**src/rtl/lrp_pkg.sv**
```systemverilog
package lrp_pkg;

    // default sizes
    localparam int DEF_MAX_STATES       = 256;
    localparam int DEF_MAX_TERMINALS    = 64;
    localparam int DEF_MAX_NONTERMINALS = 64;
    localparam int DEF_MAX_PRODUCTIONS  = 256;
    localparam int DEF_STACK_DEPTH      = 64;
    localparam int DEF_MAX_RHS          = 15;

    // fixed field widths
    localparam int KIND_W = 3;
    localparam int VAL_W  = 8;
    localparam int COL_W  = 6;
    localparam int EK_W   = 2;
    localparam int LEN_W  = 4;
    localparam int LINE_W = 16;
    localparam int STS_W  = 3;
    localparam int RED_W  = 7;
    localparam int ACT_W  = EK_W + VAL_W;
    localparam int PROD_W = LEN_W + VAL_W;

    // request kinds
    localparam logic [KIND_W-1:0] KIND_ACTION = 3'd0;
    localparam logic [KIND_W-1:0] KIND_GOTO   = 3'd1;
    localparam logic [KIND_W-1:0] KIND_PROD   = 3'd2;
    localparam logic [KIND_W-1:0] KIND_TOKEN  = 3'd3;
    localparam logic [KIND_W-1:0] KIND_START  = 3'd4;

    // action entry kinds
    localparam logic [EK_W-1:0] ACT_ERROR  = 2'd0;
    localparam logic [EK_W-1:0] ACT_SHIFT  = 2'd1;
    localparam logic [EK_W-1:0] ACT_REDUCE = 2'd2;
    localparam logic [EK_W-1:0] ACT_ACCEPT = 2'd3;

    // result status codes
    localparam logic [STS_W-1:0] STS_SHIFTED  = 3'd0;
    localparam logic [STS_W-1:0] STS_ACCEPTED = 3'd1;
    localparam logic [STS_W-1:0] STS_SYNTAX   = 3'd2;
    localparam logic [STS_W-1:0] STS_LEXICAL  = 3'd3;
    localparam logic [STS_W-1:0] STS_STACK    = 3'd4;
    localparam logic [STS_W-1:0] STS_IDLE     = 3'd5;

    localparam logic [VAL_W-1:0] START_STATE     = 8'd1;
    localparam logic [RED_W-1:0] REDUCTION_LIMIT = 7'd64;

    typedef enum logic [2:0] {
        S_CLEAR,
        S_IDLE,
        S_ACT,
        S_PROD,
        S_STK,
        S_GOTO
    } state_t;

    typedef struct packed {
        logic             clr_step;
        logic             wr_action;
        logic             wr_goto;
        logic             wr_prod;
        logic             start_parse;
        logic             tok_issue;
        logic             shift_push;
        logic             prod_issue;
        logic             stk_issue;
        logic             goto_issue;
        logic             goto_push;
        logic             fin;
        logic             fin_in;
        logic [STS_W-1:0] fin_status;
    } cmd_t;

    typedef struct packed {
        logic            clr_last;
        logic            active;
        logic [EK_W-1:0] act_kind;
        logic            reduce_bad;
        logic            shift_full;
        logic            len_under;
        logic            push_full;
    } sts_t;

endpackage

```
**src/rtl/lrp_ctrl.sv**
```systemverilog
module lrp_ctrl (
    input  logic                        clk,
    input  logic                        rst_n,
    input  logic                        start,
    input  logic [lrp_pkg::KIND_W-1:0]  kind,
    input  logic                        lex_error,
    input  lrp_pkg::sts_t               sts,
    output lrp_pkg::cmd_t               cmd,
    output logic                        busy
);

    import lrp_pkg::*;

    state_t state_reg;
    state_t state_next;

    always_ff @(posedge clk or negedge rst_n)
    begin
        if (!rst_n)
        begin
            state_reg <= S_CLEAR;
        end
        else
        begin
            state_reg <= state_next;
        end
    end

    always_comb
    begin
        state_next = state_reg;
        cmd        = '0;
        busy       = 1'b1;
        case (state_reg)
            S_CLEAR:
            begin
                cmd.clr_step = 1'b1;
                if (sts.clr_last)
                begin
                    state_next = S_IDLE;
                end
            end
            S_IDLE:
            begin
                busy = 1'b0;
                if (start)
                begin
                    case (kind)
                        KIND_ACTION: cmd.wr_action   = 1'b1;
                        KIND_GOTO:   cmd.wr_goto     = 1'b1;
                        KIND_PROD:   cmd.wr_prod     = 1'b1;
                        KIND_START:  cmd.start_parse = 1'b1;
                        KIND_TOKEN:
                        begin
                            if (!sts.active)
                            begin
                                cmd.fin        = 1'b1;
                                cmd.fin_in     = 1'b1;
                                cmd.fin_status = STS_IDLE;
                            end
                            else if (lex_error)
                            begin
                                cmd.fin        = 1'b1;
                                cmd.fin_in     = 1'b1;
                                cmd.fin_status = STS_LEXICAL;
                            end
                            else
                            begin
                                cmd.tok_issue = 1'b1;
                                state_next    = S_ACT;
                            end
                        end
                        default: ;
                    endcase
                end
            end
            S_ACT:
            begin
                case (sts.act_kind)
                    ACT_ACCEPT:
                    begin
                        cmd.fin        = 1'b1;
                        cmd.fin_status = STS_ACCEPTED;
                        state_next     = S_IDLE;
                    end
                    ACT_SHIFT:
                    begin
                        cmd.fin = 1'b1;
                        if (sts.shift_full)
                        begin
                            cmd.fin_status = STS_STACK;
                        end
                        else
                        begin
                            cmd.shift_push = 1'b1;
                            cmd.fin_status = STS_SHIFTED;
                        end
                        state_next = S_IDLE;
                    end
                    ACT_REDUCE:
                    begin
                        if (sts.reduce_bad)
                        begin
                            cmd.fin        = 1'b1;
                            cmd.fin_status = STS_SYNTAX;
                            state_next     = S_IDLE;
                        end
                        else
                        begin
                            cmd.prod_issue = 1'b1;
                            state_next     = S_PROD;
                        end
                    end
                    default:
                    begin
                        cmd.fin        = 1'b1;
                        cmd.fin_status = STS_SYNTAX;
                        state_next     = S_IDLE;
                    end
                endcase
            end
            S_PROD:
            begin
                if (sts.len_under || sts.push_full)
                begin
                    cmd.fin        = 1'b1;
                    cmd.fin_status = STS_STACK;
                    state_next     = S_IDLE;
                end
                else
                begin
                    cmd.stk_issue = 1'b1;
                    state_next    = S_STK;
                end
            end
            S_STK:
            begin
                cmd.goto_issue = 1'b1;
                state_next     = S_GOTO;
            end
            S_GOTO:
            begin
                // push goto state and look up the next action right away
                cmd.goto_push = 1'b1;
                state_next    = S_ACT;
            end
            default:
            begin
                state_next = S_IDLE;
            end
        endcase
    end

`ifndef SYNTHESIS
    a_fin_to_idle: assert property (@(posedge clk) disable iff (!rst_n)
        cmd.fin |=> state_reg == S_IDLE)
        else $error("result issued without return to idle");

    a_tok_active: assert property (@(posedge clk) disable iff (!rst_n)
        cmd.tok_issue |-> sts.active)
        else $error("table walk started with no parse active");

    a_clear_inactive: assert property (@(posedge clk) disable iff (!rst_n)
        state_reg == S_CLEAR |-> !sts.active)
        else $error("parse active during table clear");
`endif

endmodule

```
**config.mk**
```make
export PLATFORM = sky130hd
export DESIGN_NAME = lrp_ctrl
export DESIGN_NICKNAME = d
export VERILOG_FILES = /design/src/rtl/lrp_pkg.sv /design/src/rtl/lrp_ctrl.sv
export SDC_FILE = /design/constraint.sdc
export NUM_CORES = 1
export LEC_CHECK = 0
export BUFFER_PORTS_ARGS = -buffer_cell sky130_fd_sc_hd__buf_4
export CORE_UTILIZATION = 25
export DETAILED_ROUTE_END_ITERATION = 7
export GPL_TIMING_DRIVEN = 0
export SLEW_MARGIN = 15
export SYNTH_ARGS = -nofsm -noshare
export SYNTH_HDL_FRONTEND = slang
export SYNTH_SLANG_ARGS = --single-unit
export TNS_END_PERCENT = 30
```
**constraint.sdc**
```tcl
create_clock -name clk -period 1.5 [get_ports clk]
set_input_delay 0.225 -clock clk [delete_from_list [all_inputs] [get_ports clk]]
set_output_delay 0.225 -clock clk [all_outputs]
set_load 0.02 [all_outputs]
```
[Word-level counts from Yosys, hierarchy flattened]
Cells that the tools add are included.
Word-level totals
  output and inout bits: 17
  bits of input ports: 15
  flip-flop bits (word level): 3
  logic and storage cells: 65
Cells by class
  muxes and demuxes: 43
  reductions and logical operators: 4
  equal/unequal tests: 17
Operators with widths (number)
  $mux W5: 6
  $mux W3: 9
  $mux W1: 21
  $pmux W3 S3: 2
  $pmux W3 S6: 1
  $eq A3 B2 Y1 const B: 4
  $eq A3 B3 Y1 const B: 3
  $ne A2 B2 Y1 const B: 4
  $eq A3 B1 Y1 const B: 2
  $logic_not A3 Y1: 2
  $mux W2: 3
  $reduce_and A5 Y1: 1
  $eq A2 B2 Y1 const B: 2
  $pmux W1 S3: 1
  $eq A2 B1 Y1 const B: 1
  $ne A2 B1 Y1 const B: 1
  $logic_or A1 B1 Y1: 1

[Logic depth before layout (Yosys ltp)]
Gate-level depths: netlist of the first run.
  word-level depth: 5
  gate-level depth with buffers: 5

[Least setup slack after synthesis of the first run]
Ideal clock, no wire load.
  kind: reg-to-output
  from: register state_reg[1]
  to: output port cmd[12] (netlist name)
  slack: -0.366 ns
  stages on the path, launching flop included: 4
  arrival time: 1.641 ns
  cells stage by stage: dfrtp_1 > or3b_1 > buf_6 > nor4_1
RTL lines
  from (decl): line lrp_ctrl.sv:14  | state_t state_reg;
  from (signal assigned): line lrp_ctrl.sv:25  | state_reg <= state_next;
  to (decl): line lrp_ctrl.sv:8  | output lrp_pkg::cmd_t cmd,

==> run summary, run 1 <==
status: finished with violations
violated checks: negative setup slack
Setup TNS: -2.91 ns
commonest non-fill, non-tap cell in the layout: buf_4
Comb pwr share: 34.1%
first-pass GRT wire length: 1730 µm
Slowest cell on crit path: or3b_4
Crit Path Max Fanout: 4
Worst setup EP type: output pin
Detailed Routing Iterations Pass 1: 4
Setup CP Type: reg -> out
Antenna diodes: 0
CORE AREA: 1320 µm²
flop-to-flop setup slack: 0.16 ns
clock share of power: 41.2%
Avg Cell Area, Syn: 8.06 µm²
Die Area: 1610 µm²
I/O Buffers: 31
hpwl dp: 740 µm
dominant cells by area after synthesis: dfrtp_1, nand3b_1, nor3b_1
Initial Util: 27.5%
H-Tree Depth: 1
Bufs and invs on worst path: 1
max cap viols: 0
clock tree buffer depth: 2
Sw Ratio: 27.7%
Setup violations, final: 13
Seq/Total Area, Yosys: 20.7%
Max Fclk: 0.542 GHz
fin area: 761 µm²
VDD IR max: 0.296 mV
Final Hold Viols: 0
Num CTS Buffers: 3
leak pwr: 0.343 nW
count of cell types in the netlist: 23
switching power total: 0.0946 mW
Cells after Synth: 45
Sink Count: 3
RSZ-0062 raised after global routing: yes
Reg area: 77.6 µm²
Ys Warns: 0
fin crit period: 1.84 ns
clock latency at the later pin of the worst-skew pair: 0.23 ns
area grow syn2layout: 110%
DR WL/cell: 11.0 µm
vias in the first global route: 445
drt initial violations: 12
via-per-instance ratio: 4.96
RePlAce Congestion: 0.762
clock root cell: clkbuf_4
initial antenna violation count: 0
Pwr Total: 0.342 mW
Mapped Area: 363 µm²
Via Count: 496
largest net degree at the start of global routing: 8
max reg flops: 3
remaining antenna violation count: 0
post-synth top area share: 20.7%
HP Class: in -> async
top cell type by total area after synthesis: dfrtp_1
wirelength, routed: 1100 µm
Reg power frac: 24.6%
most frequent cells in the layout: buf_4, buf_6, nand2_1
layout cell share with drive strength beyond 1: 67.1%
grt ovf: 0
CTS tree: yes
row count: 13
Total GRT Usage: 16.5%
DRC: 0
Setup Skew: 0.00373 ns
Finished Layout Cells: 100
Slew HR: 77.0%
internal power: 0.247 mW
Worst EP arrival: 1.62 ns
Worst Max-Slew Pin Slew: 0.340 ns
Syn Nets: 60
Power Dens Cells: 449 nW/µm²
Die W: 40.1 µm
crit start category: flop
Place WS: -0.257 ns
placed cells: 91
Crit path largest cell delay: 0.43 ns
post-synthesis register bit count: 3
Top-Level Pins: 32
Slew Limit Fails: 0
Tcrit/Tclk final: 123%
Critical Path, Cell by Cell: or3b_4 -> or2_4 -> o211ai_2 -> buf_6
Post-DP Area: 627 µm²
Final WS setup: -0.344 ns
filler cell count: 136
Final nets: 101
Top delay family on crit path: simple AND/OR/NAND/NOR gates
Worst-path clk slew: 0.04 ns
area of the multi-input gates: 328 µm²
DIE HEIGHT: 40.1 µm
worst endpoint required time: 1.27 ns
## metal layers
| metal | global-route usage, % | vias to the layer above | part of all wire [%] |
|---|---|---|---|
| met5 | 0 | - | 0 |
| met4 | 10.3 | 0 | 1.1 |
| met3 | 3.33 | 2 | 7.1 |
| met2 | 27.0 | 23 | 49 |
| met1 | 19.5 | 222 | 43 |
| li1 | - | 249 | - |
## power groups by stage
| stage | combinational (mW) | clock [mW] | sequential [mW] |
|---|---|---|---|
| global placement | 0.0994 | 0 | 0.0852 |
| global route | 0.126 | 0.149 | 0.0843 |
| CTS | 0.121 | 0.144 | 0.0837 |
| detailed placement | 0.0999 | 0 | 0.0851 |
| floorplan | 0.0454 | 0 | 0.0849 |
| finish | 0.117 | 0.141 | 0.0842 |
## through the flow
| stage | hold slack [ns] | util, % |
|---|---|---|
| 4_1_cts | 0.316 | 59.3 |
| 3_5_place_dp | 0.0138 | 47.6 |
| 6_report | 0.338 | 57.7 |
| 2_1_floorplan | -0.0706 | - |
| 3_3_place_gp | 0.0138 | 47.6 |
| 5_1_grt | 0.352 | 57.7 |
## kinds of logic (layout without fill, tap and decap cells)
| family | after synthesis | after routing | synth area share, % |
|---|---|---|---|
| compound gates | 4 | 4 | 9.65 |
| buf+inv | 2 | 42 | 5.17 |
| flops | 3 | 3 | 20.7 |
| simple gates | 36 | 36 | 64.5 |
## layout make-up
type,instances,share of cell area (%)
multi-input cells,40,43.1
repair buffers,38,40.8
flip-flops and latches,3,10.2
clock buffers,4,3.45
well taps,15,2.47
## worst register-to-register path, cell delays in order, from the launching register on
cell     delay [ns]
dfrtp_2        0.39
buf_4          0.16
nor3b_4        0.17
nor3b_2        0.16
or3_1          0.34
## timing repair
item                                    CTS  global route
endpoints found under the setup margin   13            17
hold buffers                              1             0
setup buffers                             6             0
pin swaps                                 8             6
gates cloned                              0             0
gates resized for setup                  18             1
hold endpoints to repair                  3             0
## cells in the mapped netlist, drive strengths merged
library cell / count
a31o: 1
and3: 1
buf: 2
dfrtp: 3
nand2: 5
nand2b: 2
nand3b: 4
nand4b: 2
nor2: 4
nor2b: 1
nor3: 3
nor3b: 6
nor4: 3
nor4b: 1
o211ai: 1
o21ai: 2
or2: 2
or3: 1
or3b: 1
## worst paths after layout
kind | cells past startpoint | startpoint | endpoint
setup / recovery | 4 | state_reg[2]$_DFFE_PN0P_ | cmd[2]
hold / removal | 2 | rst_n | state_reg[1]$_DFFE_PN0P_
setup reg to reg | 4 | state_reg[1]$_DFFE_PN0P_ | state_reg[1]$_DFFE_PN0P_
hold reg to reg | 3 | state_reg[1]$_DFFE_PN0P_ | state_reg[0]$_DFFE_PN0P_
max in group asynchronous | 2 | rst_n | state_reg[2]$_DFFE_PN0P_
min in group clk | 3 | sts[7] | state_reg[0]$_DFFE_PN0P_
Note: power is estimated with default switching activity, not from simulation.
==> run 2, diff against run 1 <==
--- a/config.mk
+++ b/config.mk
@@ -9,6 +9,7 @@
 export CORE_UTILIZATION = 25
 export DETAILED_ROUTE_END_ITERATION = 7
 export GPL_TIMING_DRIVEN = 0
+export PLACE_DENSITY_LB_ADDON = 0.1
 export SLEW_MARGIN = 15
 export SYNTH_ARGS = -nofsm -noshare
 export SYNTH_HDL_FRONTEND = slang
==> run 2 against run 1 <==
Compared with the run above: global-route usage decreased by 1.4 points; routed wire length up 1.2%; setup slack improved by 0.028 ns; total power shrank 1.6%; critical path depth is the same; design area down 3.8%; sequential share of layout area increased by 0.40 points; the run still ends with negative setup slack left; fmax up 1.5%.
==> run summary, run 2 (synthesis results as in run 1) <==
status: finished with violations
violated checks: negative setup slack
largest net degree at the start of global routing: 9
VDD IR max: 0.472 mV
Setup Skew: 0.00631 ns
drt initial violations: 9
clock root cell: clkbuf_4
Place WS: -0.258 ns
DRC: 0
grt ovf: 0
Max Fclk: 0.551 GHz
placed cells: 91
HP Class: in -> async
Hold WS: 0.324 ns
Final Hold Viols: 0
wirelength, routed: 1120 µm
Top-Level Pins: 32
Sink Count: 3
Final nets: 99
Slew Limit Fails: 0
max cap viols: 0
Pwr Total: 0.336 mW
R2R Path Start: state_reg[1]$_DFFE_PN0P_
clock tree buffer depth: 2
Tcrit/Tclk final: 121%
Setup violations, final: 14
Worst Max-Slew Pin Slew: 0.410 ns
vias in the first global route: 430
fin crit period: 1.82 ns
Num CTS Buffers: 3
RSZ-0062 raised after global routing: yes
Bufs and invs on worst path: 1
Initial Util: 27.5%
Reg area: 77.6 µm²
first-pass GRT wire length: 1640 µm
Slowest cell on crit path: or3b_4
leak pwr: 0.334 nW
H-Tree Depth: 1
worst endpoint required time: 1.27 ns
layout cell share with drive strength beyond 1: 63.9%
Antenna diodes: 0
Die W: 40.1 µm
Detailed Routing Iterations Pass 1: 2
Die Area: 1610 µm²
Crit Path Max Fanout: 3
max reg flops: 3
Via Count: 489
hpwl dp: 786 µm
row count: 13
Final WS setup: -0.316 ns
Critical Path, Cell by Cell: or3b_4 -> or2_4 -> o211ai_2 -> buf_6
CORE AREA: 1320 µm²
CTS tree: yes
initial antenna violation count: 0
filler cell count: 130
Finished Layout Cells: 98
Crit path largest cell delay: 0.42 ns
DR WL/cell: 11.4 µm
Setup CP Type: reg -> out
Top delay family on crit path: simple AND/OR/NAND/NOR gates
Setup crit start: state_reg[1]$_DFFE_PN0P_
Worst setup EP type: output pin
clock latency at the later pin of the worst-skew pair: 0.23 ns
RePlAce Congestion: 0.626
commonest non-fill, non-tap cell in the layout: buf_4
DIE HEIGHT: 40.1 µm
Power Dens Cells: 459 nW/µm²
remaining antenna violation count: 0
Slew HR: 72.3%
Worst EP arrival: 1.59 ns
Worst-path clk slew: 0.04 ns
most frequent cells in the layout: buf_4, nand2_1, buf_6
Total GRT Usage: 15.2%
area of the multi-input gates: 318 µm²
I/O Buffers: 31
crit start category: flop
area grow syn2layout: 102%
via-per-instance ratio: 4.99
-- run 2: area by class of cell --
class / instances / area share (%)
repair buffers: 36 / 39.8
well taps: 15 / 2.56
flip-flops and latches: 3 / 10.6
clock buffers: 4 / 3.59
multi-input cells: 40 / 43.4
-- run 2: per-layer routing --
metal / GRT usage [%] / part of all wire [%] / vias to the layer above
met3: 1.67 / 8.4 / 2
met1: 16.9 / 39 / 221
met5: 0 / 0 / -
met4: 7.76 / 0.72 / 0
met2: 27.8 / 52 / 20
li1: - / - / 246
-- run 2: stage by stage --
stage               area [µm²]  setup TNS (ns)  util, %
CTS                        748           -3.84     56.8
floorplan                  375           -1.92        -
global placement           627           -1.41     47.6
global route               732           -3.79     55.6
finish                     732           -2.98     55.6
detailed placement         627           -1.39     47.6
-- run 2: final timing paths --
path,cells past startpoint,slack (ns),endpoint
worst max-delay path,4,-0.32,cmd[2]
worst min register to register,3,0.80,state_reg[0]$_DFFE_PN0P_
min in group clk,3,0.36,state_reg[0]$_DFFE_PN0P_
worst max register to register,4,0.15,state_reg[1]$_DFFE_PN0P_
max in group asynchronous,2,1.07,state_reg[2]$_DFFE_PN0P_
worst min-delay path,2,0.32,state_reg[1]$_DFFE_PN0P_
-- run 2: repair_timing --
action	in CTS	in global routing
endpoints found under the setup margin	13	15
pin swaps	8	3
resized for setup	14	2
hold buffers	1	0
buffers inserted	4	0
endpoints found under the hold margin	3	0
-- run 2: power by group --
group          leakage, nW  switching [mW]  internal (mW)
logic                0.286          0.0521         0.0599
clock network       0.0150          0.0407         0.0995
registers           0.0336        0.000789         0.0831
total                0.334          0.0935          0.243
-- run 2: worst reg2reg max path, delay by kind of cell, from the launching register on --
| family | cells | cell delay, ns |
|---|---|---|
| simple gates | 3 | 0.67 |
| buf+inv | 1 | 0.16 |
| flops | 1 | 0.39 |
